<file path="src/sv/crs_pkg.sv">
// ----------------------------------------------------------------------------
// crs_pkg
// Shared types, codes and helpers for the call recovery supervisor.
// ----------------------------------------------------------------------------
package crs_pkg;

    localparam int TIME_BITS = 48;
    localparam int CFG_BITS  = 32;
    localparam int CNT_BITS  = 8;
    localparam int CMP_BITS  = (TIME_BITS > CFG_BITS) ? TIME_BITS : CFG_BITS;

    typedef logic [TIME_BITS-1:0] time_t;
    typedef logic [CFG_BITS-1:0]  cfg_word_t;
    typedef logic [CNT_BITS-1:0]  count_t;

    typedef enum logic [1:0] {
        OP_START   = 2'd0,
        OP_OBSERVE = 2'd1,
        OP_RECORD  = 2'd2
    } op_t;

    typedef enum logic [2:0] {
        DISP_IDLE      = 3'd0,
        DISP_SINGLE    = 3'd1,
        DISP_UNKNOWN   = 3'd2,
        DISP_MULTIPLE  = 3'd3,
        DISP_EMERGENCY = 3'd4
    } disp_t;

    typedef enum logic [2:0] {
        DEC_WAIT         = 3'd0,
        DEC_REQUEST      = 3'd1,
        DEC_COMPLETE     = 3'd2,
        DEC_COMPLETE_LAG = 3'd3,
        DEC_EMERGENCY    = 3'd4,
        DEC_EXTERNAL     = 3'd5,
        DEC_UNVERIFIED   = 3'd6,
        DEC_FAIL         = 3'd7
    } dec_t;

    typedef enum logic [2:0] {
        REG_IDLE_CONFIRM   = 3'd0,
        REG_AUDIO_LAG_MAX  = 3'd1,
        REG_SINGLE_CONFIRM = 3'd2,
        REG_UNKNOWN_MAX    = 3'd3,
        REG_RETRY_INTERVAL = 3'd4,
        REG_TOTAL_MAX      = 3'd5,
        REG_MAX_ATTEMPTS   = 3'd6
    } reg_index_t;

    typedef struct packed {
        cfg_word_t idle_confirm;
        cfg_word_t audio_lag;
        cfg_word_t single_confirm;
        cfg_word_t unknown_max;
        cfg_word_t retry_interval;
        cfg_word_t total_max;
        count_t    max_attempts;
    } cfg_t;

    typedef struct packed {
        logic [1:0] op;
        logic [2:0] disposition;
        logic       audio_normal;
        time_t      now_ms;
    } item_t;

    typedef struct packed {
        dec_t decision;
        logic attempt_accepted;
    } result_t;

    // a - b, clamped at zero, compared against a threshold
    function automatic logic sat_ge(time_t a, time_t b, cfg_word_t c);
        logic [CMP_BITS-1:0] d;
        d = CMP_BITS'(a - b);
        return (a >= b) ? (d >= CMP_BITS'(c)) : (c == '0);
    endfunction

endpackage

</file>
<file path="src/sv/crs_cfg.sv">
// ----------------------------------------------------------------------------
// crs_cfg
// Configuration registers; zero is stored as one where the limit needs it.
// ----------------------------------------------------------------------------
module crs_cfg
    import crs_pkg::*;
(
    input  logic            clk,
    input  logic            rst_n,
    input  logic            cfg_we,
    input  logic [2:0]      cfg_index,
    input  cfg_word_t       cfg_data,
    output cfg_t            cfg
);

    cfg_t cfg_reg;
    cfg_t cfg_next;

    function automatic cfg_word_t at_least_one(cfg_word_t v);
        return (v == '0) ? cfg_word_t'(1) : v;
    endfunction

    always_comb
    begin
        cfg_next = cfg_reg;
        if (cfg_we)
        begin
            case (reg_index_t'(cfg_index))
                REG_IDLE_CONFIRM:   cfg_next.idle_confirm   = cfg_data;
                REG_AUDIO_LAG_MAX:  cfg_next.audio_lag      = cfg_data;
                REG_SINGLE_CONFIRM: cfg_next.single_confirm = cfg_data;
                REG_UNKNOWN_MAX:    cfg_next.unknown_max    = at_least_one(cfg_data);
                REG_RETRY_INTERVAL: cfg_next.retry_interval = at_least_one(cfg_data);
                REG_TOTAL_MAX:      cfg_next.total_max      = at_least_one(cfg_data);
                REG_MAX_ATTEMPTS:
                begin
                    cfg_next.max_attempts = (cfg_data[CNT_BITS-1:0] == '0) ?
                                            count_t'(1) : cfg_data[CNT_BITS-1:0];
                end
                default: ;
            endcase
        end
    end

    always_ff @(posedge clk or negedge rst_n)
    begin
        if (!rst_n)
        begin
            cfg_reg.idle_confirm   <= '0;
            cfg_reg.audio_lag      <= '0;
            cfg_reg.single_confirm <= '0;
            cfg_reg.unknown_max    <= cfg_word_t'(1);
            cfg_reg.retry_interval <= cfg_word_t'(1);
            cfg_reg.total_max      <= cfg_word_t'(1);
            cfg_reg.max_attempts   <= count_t'(1);
        end
        else
        begin
            cfg_reg <= cfg_next;
        end
    end

    assign cfg = cfg_reg;

endmodule

</file>
<file path="src/sv/crs_core.sv">
// ----------------------------------------------------------------------------
// crs_core
// Supervisor state and the single-pass decision logic for one word.
// ----------------------------------------------------------------------------
module crs_core
    import crs_pkg::*;
(
    input  logic    clk,
    input  logic    rst_n,
    input  logic    fire,
    input  item_t   item,
    input  cfg_t    cfg,
    output result_t result
);

    logic   running_reg,       running_next;
    time_t  start_time_reg,    start_time_next;
    time_t  last_obs_time_reg, last_obs_time_next;
    time_t  idle_since_reg,    idle_since_next;
    logic   idle_valid_reg,    idle_valid_next;
    time_t  single_since_reg,  single_since_next;
    logic   single_valid_reg,  single_valid_next;
    time_t  unknown_since_reg, unknown_since_next;
    logic   unknown_valid_reg, unknown_valid_next;
    time_t  last_attempt_reg,  last_attempt_next;
    logic   attempt_valid_reg, attempt_valid_next;
    count_t attempt_count_reg, attempt_count_next;

    time_t now;
    time_t idle_base;
    time_t single_base;
    time_t unknown_base;
    logic  obs_ok;
    logic  idle_ok;
    logic  lag_ok;
    logic  single_ok;
    logic  unknown_ok;
    logic  retry_ok;
    logic  total_ok;
    logic  below_limit;
    dec_t  timeout_dec;

    assign now          = item.now_ms;
    assign idle_base    = idle_valid_reg    ? idle_since_reg    : now;
    assign single_base  = single_valid_reg  ? single_since_reg  : now;
    assign unknown_base = unknown_valid_reg ? unknown_since_reg : now;

    assign obs_ok      = running_reg && (now >= last_obs_time_reg) && (now >= start_time_reg);
    assign idle_ok     = sat_ge(now, idle_base, cfg.idle_confirm);
    assign lag_ok      = idle_ok && sat_ge(now, idle_base, cfg.audio_lag);
    assign single_ok   = sat_ge(now, single_base, cfg.single_confirm);
    assign unknown_ok  = sat_ge(now, unknown_base, cfg.unknown_max);
    assign retry_ok    = attempt_valid_reg && sat_ge(now, last_attempt_reg, cfg.retry_interval);
    assign total_ok    = sat_ge(now, start_time_reg, cfg.total_max);
    assign below_limit = attempt_count_reg < cfg.max_attempts;
    assign timeout_dec = total_ok ? DEC_FAIL : DEC_WAIT;

    always_comb
    begin
        running_next       = running_reg;
        start_time_next    = start_time_reg;
        last_obs_time_next = last_obs_time_reg;
        idle_since_next    = idle_since_reg;
        idle_valid_next    = idle_valid_reg;
        single_since_next  = single_since_reg;
        single_valid_next  = single_valid_reg;
        unknown_since_next = unknown_since_reg;
        unknown_valid_next = unknown_valid_reg;
        last_attempt_next  = last_attempt_reg;
        attempt_valid_next = attempt_valid_reg;
        attempt_count_next = attempt_count_reg;
        result.decision         = DEC_WAIT;
        result.attempt_accepted = 1'b0;

        case (op_t'(item.op))
            OP_START:
            begin
                running_next       = 1'b1;
                start_time_next    = now;
                last_obs_time_next = now;
                idle_valid_next    = 1'b0;
                single_valid_next  = 1'b0;
                unknown_valid_next = 1'b0;
                attempt_valid_next = 1'b0;
                attempt_count_next = '0;
                result.attempt_accepted = 1'b1;
            end
            OP_OBSERVE:
            begin
                if (!obs_ok)
                begin
                    result.decision = DEC_FAIL;
                end
                else
                begin
                    last_obs_time_next = now;
                    case (disp_t'(item.disposition))
                        DISP_EMERGENCY: result.decision = DEC_EMERGENCY;
                        DISP_MULTIPLE:  result.decision = DEC_EXTERNAL;
                        DISP_UNKNOWN:
                        begin
                            idle_valid_next    = 1'b0;
                            single_valid_next  = 1'b0;
                            unknown_valid_next = 1'b1;
                            unknown_since_next = unknown_base;
                            result.decision = unknown_ok ? DEC_UNVERIFIED : timeout_dec;
                        end
                        DISP_IDLE:
                        begin
                            single_valid_next  = 1'b0;
                            unknown_valid_next = 1'b0;
                            idle_valid_next    = 1'b1;
                            idle_since_next    = idle_base;
                            if (item.audio_normal && idle_ok)
                                result.decision = DEC_COMPLETE;
                            else if (!item.audio_normal && lag_ok)
                                result.decision = DEC_COMPLETE_LAG;
                            else
                                result.decision = timeout_dec;
                        end
                        default:
                        begin
                            idle_valid_next    = 1'b0;
                            unknown_valid_next = 1'b0;
                            single_valid_next  = 1'b1;
                            single_since_next  = single_base;
                            if (single_ok && ((attempt_count_reg == '0) ||
                                              (below_limit && retry_ok)))
                                result.decision = DEC_REQUEST;
                            else if (!below_limit && retry_ok)
                                result.decision = DEC_FAIL;
                            else
                                result.decision = timeout_dec;
                        end
                    endcase
                end
            end
            OP_RECORD:
            begin
                if (running_reg && (now >= last_obs_time_reg) && below_limit)
                begin
                    last_attempt_next  = now;
                    attempt_valid_next = 1'b1;
                    attempt_count_next = attempt_count_reg + count_t'(1);
                    result.attempt_accepted = 1'b1;
                end
            end
            default: ;
        endcase
    end

    always_ff @(posedge clk or negedge rst_n)
    begin
        if (!rst_n)
        begin
            running_reg       <= 1'b0;
            start_time_reg    <= '0;
            last_obs_time_reg <= '0;
            idle_since_reg    <= '0;
            idle_valid_reg    <= 1'b0;
            single_since_reg  <= '0;
            single_valid_reg  <= 1'b0;
            unknown_since_reg <= '0;
            unknown_valid_reg <= 1'b0;
            last_attempt_reg  <= '0;
            attempt_valid_reg <= 1'b0;
            attempt_count_reg <= '0;
        end
        else if (fire)
        begin
            running_reg       <= running_next;
            start_time_reg    <= start_time_next;
            last_obs_time_reg <= last_obs_time_next;
            idle_since_reg    <= idle_since_next;
            idle_valid_reg    <= idle_valid_next;
            single_since_reg  <= single_since_next;
            single_valid_reg  <= single_valid_next;
            unknown_since_reg <= unknown_since_next;
            unknown_valid_reg <= unknown_valid_next;
            last_attempt_reg  <= last_attempt_next;
            attempt_valid_reg <= attempt_valid_next;
            attempt_count_reg <= attempt_count_next;
        end
    end

    a_one_condition: assert property (@(posedge clk) disable iff (!rst_n)
        $onehot0({idle_valid_reg, single_valid_reg, unknown_valid_reg}))
        else $error("more than one line condition tracked");

    a_count_has_time: assert property (@(posedge clk) disable iff (!rst_n)
        (attempt_count_reg != '0) |-> attempt_valid_reg)
        else $error("attempt counted without attempt time");

    a_start_runs: assert property (@(posedge clk) disable iff (!rst_n)
        (fire && (item.op == OP_START)) |=> (running_reg && (attempt_count_reg == '0)))
        else $error("start did not arm supervisor");

endmodule

</file>
<file path="src/sv/call_recovery_supervisor.sv">
// ----------------------------------------------------------------------------
// call_recovery_supervisor
// Phone line recovery supervisor: start, observe and hangup-attempt words in,
// one decision word out per input word.
// ----------------------------------------------------------------------------
// Takes one word per cycle while out_ready does not hold back a result:
// the word is captured in an input register, goes through one pass of
// subtract-and-compare logic against the supervisor state, and lands in the
// result register. The state updates in that same pass, so the next word in
// the input register sees it. Configuration writes take effect on the next
// cycle and must be made with no word in flight.
module call_recovery_supervisor
    import crs_pkg::*;
(
    input  logic            clk,
    input  logic            rst_n,
    input  logic            in_valid,
    output logic            in_ready,
    input  logic [1:0]      op,
    input  logic [2:0]      disposition,
    input  logic            audio_normal,
    input  time_t           now_ms,
    output logic            out_valid,
    input  logic            out_ready,
    output logic [2:0]      decision,
    output logic            attempt_accepted,
    input  logic            cfg_we,
    input  logic [2:0]      cfg_index,
    input  cfg_word_t       cfg_data
);

    logic    in_valid_reg;
    logic    in_valid_next;
    item_t   item_reg;
    logic    out_valid_reg;
    logic    out_valid_next;
    result_t result_reg;
    result_t result;
    cfg_t    cfg;
    logic    advance;
    logic    fire;

    assign advance  = !out_valid_reg || out_ready;
    assign fire     = in_valid_reg && advance;
    assign in_ready = !in_valid_reg || advance;

    assign in_valid_next  = in_ready ? in_valid : in_valid_reg;
    assign out_valid_next = advance ? in_valid_reg : out_valid_reg;

    crs_cfg u_cfg (
        .clk       (clk),
        .rst_n     (rst_n),
        .cfg_we    (cfg_we),
        .cfg_index (cfg_index),
        .cfg_data  (cfg_data),
        .cfg       (cfg)
    );

    crs_core u_core (
        .clk    (clk),
        .rst_n  (rst_n),
        .fire   (fire),
        .item   (item_reg),
        .cfg    (cfg),
        .result (result)
    );

    always_ff @(posedge clk or negedge rst_n)
    begin
        if (!rst_n)
        begin
            in_valid_reg  <= 1'b0;
            out_valid_reg <= 1'b0;
        end
        else
        begin
            in_valid_reg  <= in_valid_next;
            out_valid_reg <= out_valid_next;
        end
    end

    always_ff @(posedge clk)
    begin
        if (in_ready && in_valid)
        begin
            item_reg.op           <= op;
            item_reg.disposition  <= disposition;
            item_reg.audio_normal <= audio_normal;
            item_reg.now_ms       <= now_ms;
        end
        if (fire)
        begin
            result_reg <= result;
        end
    end

    assign out_valid        = out_valid_reg;
    assign decision         = result_reg.decision;
    assign attempt_accepted = result_reg.attempt_accepted;

    a_result_from_word: assert property (@(posedge clk) disable iff (!rst_n)
        $rose(out_valid_reg) |-> $past(in_valid_reg))
        else $error("result without a word");

    a_word_to_result: assert property (@(posedge clk) disable iff (!rst_n)
        fire |=> out_valid_reg)
        else $error("processed word lost");

    a_hold_stalled_word: assert property (@(posedge clk) disable iff (!rst_n)
        (in_valid_reg && !advance) |=> (in_valid_reg && $stable(item_reg)))
        else $error("stalled word dropped or changed");

endmodule

</file>
<file path="config.mk">
export PLATFORM = sky130hd
export DESIGN_NAME = call_recovery_supervisor
export DESIGN_NICKNAME = d
export VERILOG_FILES = /design/src/sv/crs_pkg.sv /design/src/sv/crs_cfg.sv /design/src/sv/crs_core.sv /design/src/sv/call_recovery_supervisor.sv
export SDC_FILE = /design/constraint.sdc
export NUM_CORES = 2
export LEC_CHECK = 0
export BUFFER_PORTS_ARGS = -buffer_cell sky130_fd_sc_hd__buf_2
export CAP_MARGIN = 0
export CELL_PAD_IN_SITES_DETAIL_PLACEMENT = 1
export CELL_PAD_IN_SITES_GLOBAL_PLACEMENT = 1
export CORE_AREA = 4 4 254 355
export DETAILED_ROUTE_END_ITERATION = 8
export DIE_AREA = 0 0 258 359
export PLACE_DENSITY = 0.91
export SETUP_SLACK_MARGIN = 0.5
export SYNTH_ARGS = -nofsm -noshare
export SYNTH_HDL_FRONTEND = slang
export SYNTH_SLANG_ARGS = --single-unit
</file>
<file path="constraint.sdc">
create_clock -name clk -period 7.35 [get_ports clk]
set_input_delay 0.3675 -clock clk [delete_from_list [all_inputs] [get_ports clk]]
set_output_delay 0.3675 -clock clk [all_outputs]
set_load 0.05 [all_outputs]
</file>
Word level (Yosys, flattened, before mapping)

Index checks and enable logic that the tools add are counted.

Register bits after elaboration: 561
Logic and storage cells: 148
Output and inout bits: 6
Bits of input ports: 94

Bitwise logic cells: 1
Magnitude comparators: 13
Muxes and demuxes: 36
Reductions and logical operators: 51
Add/subtract/negate cells: 6
Equal/unequal tests: 14

Operators with widths:

| cell                                                             | number |
|---|---|
| 48-bit by 32-bit >= comparator with 1-bit output                 | 6 |
| 48-bit >= comparator                                             | 6 |
| 48-bit subtractor                                                | 5 |
| 32-bit zero test                                                 | 7 |
| 48-bit 2-to-1 mux                                                | 4 |
| 48-bit one-hot mux with 2 select lines                           | 1 |
| 32-bit 2-to-1 mux                                                | 1 |
| 3-bit 2-to-1 mux                                                 | 7 |
| 8-bit zero test                                                  | 2 |
| 8-bit 2-to-1 mux                                                 | 2 |
| 1-bit one-hot mux with 2 select lines                            | 8 |
| 8-bit one-hot mux with 2 select lines                            | 1 |
| 2-bit AND reduction                                              | 8 |
| 4-bit AND reduction                                              | 4 |
| 3-bit by 2-bit == test with 1-bit output (second input constant) | 4 |
| 3-bit == test (second input constant)                            | 4 |
| 1-bit logical AND                                                | 12 |
| 3-bit one-hot mux with 4 select lines                            | 1 |
| 1-bit 2-to-1 mux                                                 | 11 |
| 3-bit AND reduction                                              | 3 |
| 8-bit by 1-bit adder with 8-bit output (second input constant)   | 1 |
| 8-bit less-than comparator                                       | 1 |
| 3-bit zero test                                                  | 2 |
| 1-bit zero test                                                  | 4 |
| 11 further kinds                                                 | 16 |

Depth between registers and ports, before layout

Word-level depth: 10
Depth in mapped cells: 29
Depth with buffers taken out: 29

By module

Synthesis repeated with hierarchy kept, for this count alone.

Cell total of the unflattened synthesis: 5061
Area, all modules: 45149.6 um^2

Modules (own cells, without submodules):

| module                   | area an instance (um^2) | sequential area each (um^2) | instances | cells each |
|---|---|---|---|---|
| crs_core                 | 35611.7                 | 7532.2                      | 1         | 4544 |
| crs_cfg                  | 7692.4                  | 5009.8                      | 1         | 451 |
| call_recovery_supervisor | 1845.5                  | 1791.7                      | 1         | 66 |

Least setup slack after synthesis

No wires, ideal clock.

Path type: reg-to-reg
From: register u_core.unknown_valid_reg
To: register result_reg, in the netlist decision[1] (data pin)
Data required time: 7086 ps
Clock period less this slack: 5862 ps
Buffers on the path: 2
Stages on the path, launching flop included: 29
Path slack: 1488 ps
Library setup time: 264 ps
Data arrival time: 5598 ps
Path through: dfrtp_1 > clkbuf_1 > buf_1 > mux2i_1 > ha_1 > nor2b_1 > o31a_1 > o22ai_1 > o21ai_0 > and2_1 > a41oi_1 > o221a_2 > o2111ai_1 > o211ai_1 > nand2_1 > a21oi_1 > xnor2_1 > ha_1 > or4_1 > a21oi_1 > o21ai_0 > a31oi_1 > nand4_1 > nor4_1 > nand4_1 > nor4b_1 > o22ai_1 > a311oi_2 > a21oi_1

Cells in the longest elaborated chain, start to end: 7
Elaborated cells on any way between the ends: 8
Those cells by class: add/sub: 1; order compare: 2; mux: 5

Ends and longest elaborated chain:

| what                                             | line                           | RTL |
|---|---|---|
| start, declared                                  | crs_core.sv:24                 | `logic unknown_valid_reg, unknown_valid_next;` |
| start signal, assigned                           | crs_core.sv:179                | `unknown_valid_reg <= unknown_valid_next;` |
| 48-bit 2-to-1 mux *                              | crs_core.sv:46                 | `assign unknown_base = unknown_valid_reg ? unknown_since_reg : now;` |
| 48-bit subtractor                                | crs_pkg.sv:76                  | `d = CMP_BITS'(a - b);` |
| 48-bit by 32-bit >= comparator with 1-bit output | crs_pkg.sv:77                  | `return (a >= b) ? (d >= CMP_BITS'(c)) : (c == '0);` |
| 1-bit 2-to-1 mux *                               | crs_pkg.sv:77                  |  |
| 3-bit 2-to-1 mux *                               | crs_core.sv:106                | `result.decision = unknown_ok ? DEC_UNVERIFIED : timeout_dec;` |
| 3-bit one-hot mux with 4 select lines *          | crs_core.sv:97                 | `case (disp_t'(item.disposition))` |
| 3-bit 2-to-1 mux *                               | crs_core.sv:90                 | `if (!obs_ok)` |
| end signal, assigned                             | call_recovery_supervisor.sv:93 | `result_reg <= result;` |
| end, declared                                    | call_recovery_supervisor.sv:37 | `result_t result_reg;` |

Every way passes the cells marked *; elsewhere a longest branch is shown, timed or not.
A chain may end at the register's enable or synchronous reset.

Worst setup path after layout

From: register item_reg[0] (netlist bit)
To: register result_reg, in the netlist decision[1] (data pin)

Cells in the longest elaborated chain, start to end: 10
Elaborated cells on any way between the ends: 44
Those cells by class: add/sub: 5; order compare: 12; mux: 17; reduce/logical: 10

Ends and longest elaborated chain:

| what                                                                                  | line                             | RTL |
|---|---|---|
| start, declared                                                                       | call_recovery_supervisor.sv:34   | `item_t item_reg;` |
| 48-bit 2-to-1 mux or 48-bit subtractor (tied branches)                                | crs_core.sv:44, crs_pkg.sv:76    |  |
| 48-bit subtractor or 48-bit by 32-bit >= comparator with 1-bit output (tied branches) | crs_pkg.sv:76, crs_pkg.sv:77     |  |
| 48-bit by 32-bit >= comparator with 1-bit output or 1-bit 2-to-1 mux (tied branches)  | crs_pkg.sv:77                    |  |
| 1-bit 2-to-1 mux or 1-bit logical AND (tied branches)                                 | crs_pkg.sv:77, crs_core.sv:53    |  |
| 1-bit logical AND (on tied branches)                                                  | crs_core.sv:50, crs_core.sv:128  |  |
| 1-bit logical AND or 1-bit logical OR (tied branches)                                 | crs_core.sv:116, crs_core.sv:127 |  |
| 3-bit 2-to-1 mux or 1-bit logical AND (tied branches)                                 | crs_core.sv:116, crs_core.sv:127 |  |
| 3-bit 2-to-1 mux (on tied branches)                                                   | crs_core.sv:114, crs_core.sv:127 |  |
| 3-bit one-hot mux with 4 select lines                                                 | crs_core.sv:97                   |  |
| 3-bit 2-to-1 mux *                                                                    | crs_core.sv:90                   |  |

Marked as above.

==> results.txt <==
Once detail routing completed, the nets flagged for antenna violations numbered 0. In this run the deepest clock path goes through 3 buffers. The number of iterations in the first detailed-routing pass came out at 7. The floorplan die height is 359 microns. The post-synthesis instance total is 5,104. The worst max-slew margin expressed relative to the limit came out at 20.1%. Setup repair after global routing left no endpoint under its margin. The worst IR drop on VDD is 213 uV. In the final routed layout, each cell accounts on average for 28.0 microns. The endpoint arrival time on the critical path is 7270 ps. The worst setup slack for register-to-register paths is 490 ps. TritonCTS built the clock tree.

The total wirelength of the detailed-routed design is 181,000 microns. The distinct cell type count after synthesis came out at 85. The overall overflow remaining after global route came out at 0. The power density normalized to cell area is 327 mW/mm^2. The post-CTS clock slew at the launch and capture registers of the worst setup and hold paths is 70 ps. The cell area that synthesis handed to floorplanning was 0.0432 sq mm. The total of max-cap violations is 0.

The sequential power share is 28.0%. The number of buffers created by CTS came out at 61. The highest cell delay on the worst timing path came out at 600 ps. The library cell used as clock root buffer is clkbuf_16. In this run the core area contains 128 standard-cell rows. The initial DRC count came out at 3,567. The number of sinks on the clock net came out at 561. Port buffering added 99 buffers.

Of the post-synthesis cell area, the part taken by muxes is 5.71%. The worst hold path begins at now_ms[2]. After detailed routing, the number of vias per cell comes to 6.58. The startpoint identified for the worst register-to-register timing path is item_reg[0]$_DFFE_PP_. The post-synthesis sequential element count came out at 561. The via count of the first global-routing pass came out at 44,900. The via count came out at 42,600. The biggest fanout along the worst timing path is 8. The cell that appears most often on the critical path is a311oi_2. The global router's overall resource usage is 37.2%.

The count of flip-flops with a built-in enable after synthesis came out at 58. Between clock sinks in the finished design, the worst skew comes to 33.7 ps. The first-pass GRT wire length came out at 268,000 microns.

The async set-or-reset flop fraction in the synthesized netlist is 89.7%. The part of the power in the clock network is 20.9%. The post-route netlist has 9.12% of its cells at a drive strength greater than 1. The layout overhead on the synthesized area came out at 11.7%. The number of nets in the layout came out at 5,826. The starting density of the core is 49.7%. The final weighted congestion in routability-driven placement came out at 1.05. The adder-cell share of the synthesized area is 14.5%. The total power after layout is 15,800 uW. Summed over all nets, the switching power comes to 7050 uW. The initial antenna violation count came to 11. The number of remaining DRC errors came out at 0. The HPWL after detailed placement is 134,000 microns. The worst setup path is launched from a flop. Of the total power, combinational logic draws 51.0%. Setup total negative slack on the finished layout was measured at 0 ps.

The switching share of power is 44.6%. After synthesis, the largest family of logic cells by area is compound AO/OA/AOI/OAI gates. The cell leakage power is 0.0214 uW. The slowest stage of the critical path belongs to the cell or4_4. Entering global routing, the biggest net connects 162 pins. The clock latency at the later pin of the worst-skew pair came out at 690 ps. The post-synthesis average cell area came out at 8.46 sq um. The most used flip-flop cell after synthesis is dfrtp_1. The synthesized netlist devotes 16.0% of its cell area to simple gates. The worst path required time is 7760 ps. The fraction of the cycle the final worst path needs is 93.3%.

The transition time of the tightest slew-check pin is 1190 ps. The class of the tightest hold or removal check is input pin to flop. The critical path starts at item_reg[0]$_DFFE_PP_.

The total die area is 0.0926 sq mm. By startpoint and endpoint, the worst setup path is classified as flop to flop. For this run, the number of Yosys warnings is 0. For this run, the top clock speed supported by timing is 146 MHz. The endpoint type of the worst setup path is a flop. The setup-violating endpoint count in the final report came out at 0.

The count of final max-slew check failures came to 0. The count of endpoints failing hold in the final timing report is 0. The fraction of the yosys area taken by sequential cells is 33.2%. The number of top-level pins came out at 100.

The smallest clock period supported by the final layout is computed as 6860 ps. The net count after synthesis came out at 5,694. The utilization after layout came out at 55.5%. The area share of xor/xnor cells in the synthesized design is 3.73%. The H-tree level count came out at 2.

The core outline area came out at 0.0870 sq mm. The compound-cell area share of the yosys netlist is 21.5%. In this run the horizontal extent of the chip is 258 microns. The cell-internal power is 8750 uW.

The flow ran to the end, and the final reports show no timing, DRC or antenna violations. The number of flip-flops in the largest register is 200.
==> layout by cell type, fill, tap and decap left out, types with 21 or more instances in the layout <==
cell	count
nand4_1	143
dlygate4sd3_1	55
clkbuf_16	61
a211oi_1	43
nor3_1	70
a31oi_1	34
nand3_1	65
a21oi_1	503
nor2_1	340
dfrtp_1	496
edfxtp_1	58
o21a_1	47
xnor2_1	119
a21o_1	142
and2_1	21
ha_1	487
buf_4	118
nor2b_1	29
nand2_1	547
o31ai_1	24
nand2b_1	38
mux2i_1	152
o21bai_1	34
buf_2	98
mux2_2	83
and3_1	24
o211ai_1	36
inv_1	412
nor4_1	79
o21ai_0	479
xor2_1	65
==> timing repair <==
action	CTS	global route
hold endpoints to repair	156	0
resized for setup	2	37
cloned	0	0
hold buffers	55	0
setup endpoints to repair	3	3
setup buffers	0	40
pin swaps	0	17
==> cell type report <==
class	count	area, sq um
well taps	1170	1460
diodes	11	27.5
fillers	10300	38700
clock inverters	23	319
repair buffers	282	2120
inverters	413	1550
flip-flops and latches	561	14300
clock buffers	89	1750
multi-input cells	3917	26700
==> cells in the mapped netlist, types with 14 or more instances <==
cell type / number / area, sq um
nand2_1: 547 / 2050
a21oi_1: 507 / 2540
dfrtp_1: 499 / 12500
ha_1: 491 / 6140
o21ai_0: 482 / 2410
inv_1: 413 / 1550
nor2_1: 341 / 1280
clkbuf_1: 174 / 653
mux2i_1: 153 / 1530
nand4_1: 143 / 895
a21o_1: 142 / 1070
xnor2_1: 119 / 1040
mux2_2: 83 / 935
nor4_1: 81 / 507
nor3_1: 74 / 370
nand3_1: 66 / 330
xor2_1: 65 / 569
edfxtp_1: 58 / 1740
o21a_1: 47 / 353
a211oi_1: 45 / 338
nand2b_1: 38 / 238
o211ai_1: 36 / 270
a31oi_1: 35 / 219
o21bai_1: 34 / 255
nor2b_1: 31 / 194
buf_1: 29 / 109
o31ai_1: 25 / 188
and3_1: 24 / 150
and2_1: 22 / 138
or3_1: 18 / 113
a2111oi_0: 16 / 140
o22ai_1: 16 / 100
a211o_1: 15 / 131
and4_1: 14 / 123
nor3b_1: 14 / 105
or4_1: 14 / 105
==> worst paths after layout <==
check	to	cells past startpoint
setup / recovery	decision[1]$_SDFFCE_PN0P_	28
hold / removal	item_reg[2]$_DFFE_PP_	1
setup reg to reg	decision[1]$_SDFFCE_PN0P_	28
hold reg to reg	u_core.running_reg$_DFFE_PN0P_	1
max in group asynchronous	u_cfg.cfg[102]$_DFFE_PN0P_	3
min in group asynchronous	u_cfg.cfg[131]$_DFFE_PN0P_	2
==> per-layer routing <==
| layer | up-vias | track usage (%) | part of all wire [%] |
|---|---|---|---|
| li1 | 18600 | - | - |
| met1 | 21100 | 38.7 | 34 |
| met2 | 1925 | 61.7 | 47 |
| met3 | 894 | 8.19 | 7.5 |
| met4 | 2 | 35.3 | 12 |
| met5 | - | 0 | 0.027 |
==> kinds of logic (layout without fill, tap and decap cells) <==
logic type	count (synthesis)	after routing
compound gates	1536	1536
xor+xnor	184	184
fa+ha+maj	496	496
buf+inv	626	807
flops	561	561
mux	236	236
other cells	0	11
simple gates	1465	1465
==> power groups by stage <==
| stage | Clock, uW | Sequential, uW | Combinational (uW) |
|---|---|---|---|
| after floorplan | 0 | 4250 | 5190 |
| after global placement | 0 | 4390 | 7110 |
| after detailed placement | 0 | 4460 | 7520 |
| after CTS | 3320 | 4420 | 7690 |
| after global routing | 3450 | 4480 | 8750 |
| final | 3310 | 4430 | 8060 |
==> critical path, delay by kind of cell (launching register included) <==
kind	cells	cell delay [ps]
AO/OA/AOI/OAI	14	3050
AND/OR/NAND/NOR	6	1500
adder cells (fa/ha/maj)	3	890
buffers and inverters	4	530
XOR/XNOR	1	150
flip-flops	1	450
==> through the flow <==
| stage | worst slack [ps] | instance area (sq um) | hold slack, ps | instances |
|---|---|---|---|---|
| global placement | 681 | 45100 | 451 | 6248 |
| CTS | 480 | 47800 | 10.1 | 6415 |
| detailed placement | 394 | 45100 | 454 | 6248 |
| floorplan | 1490 | 43200 | 71.9 | 5104 |
| finish | 490 | 48300 | 42.9 | 6466 |
| global route | 303 | 48200 | 29.6 | 6456 |
Note: power is estimated with default switching activity, not from simulation.
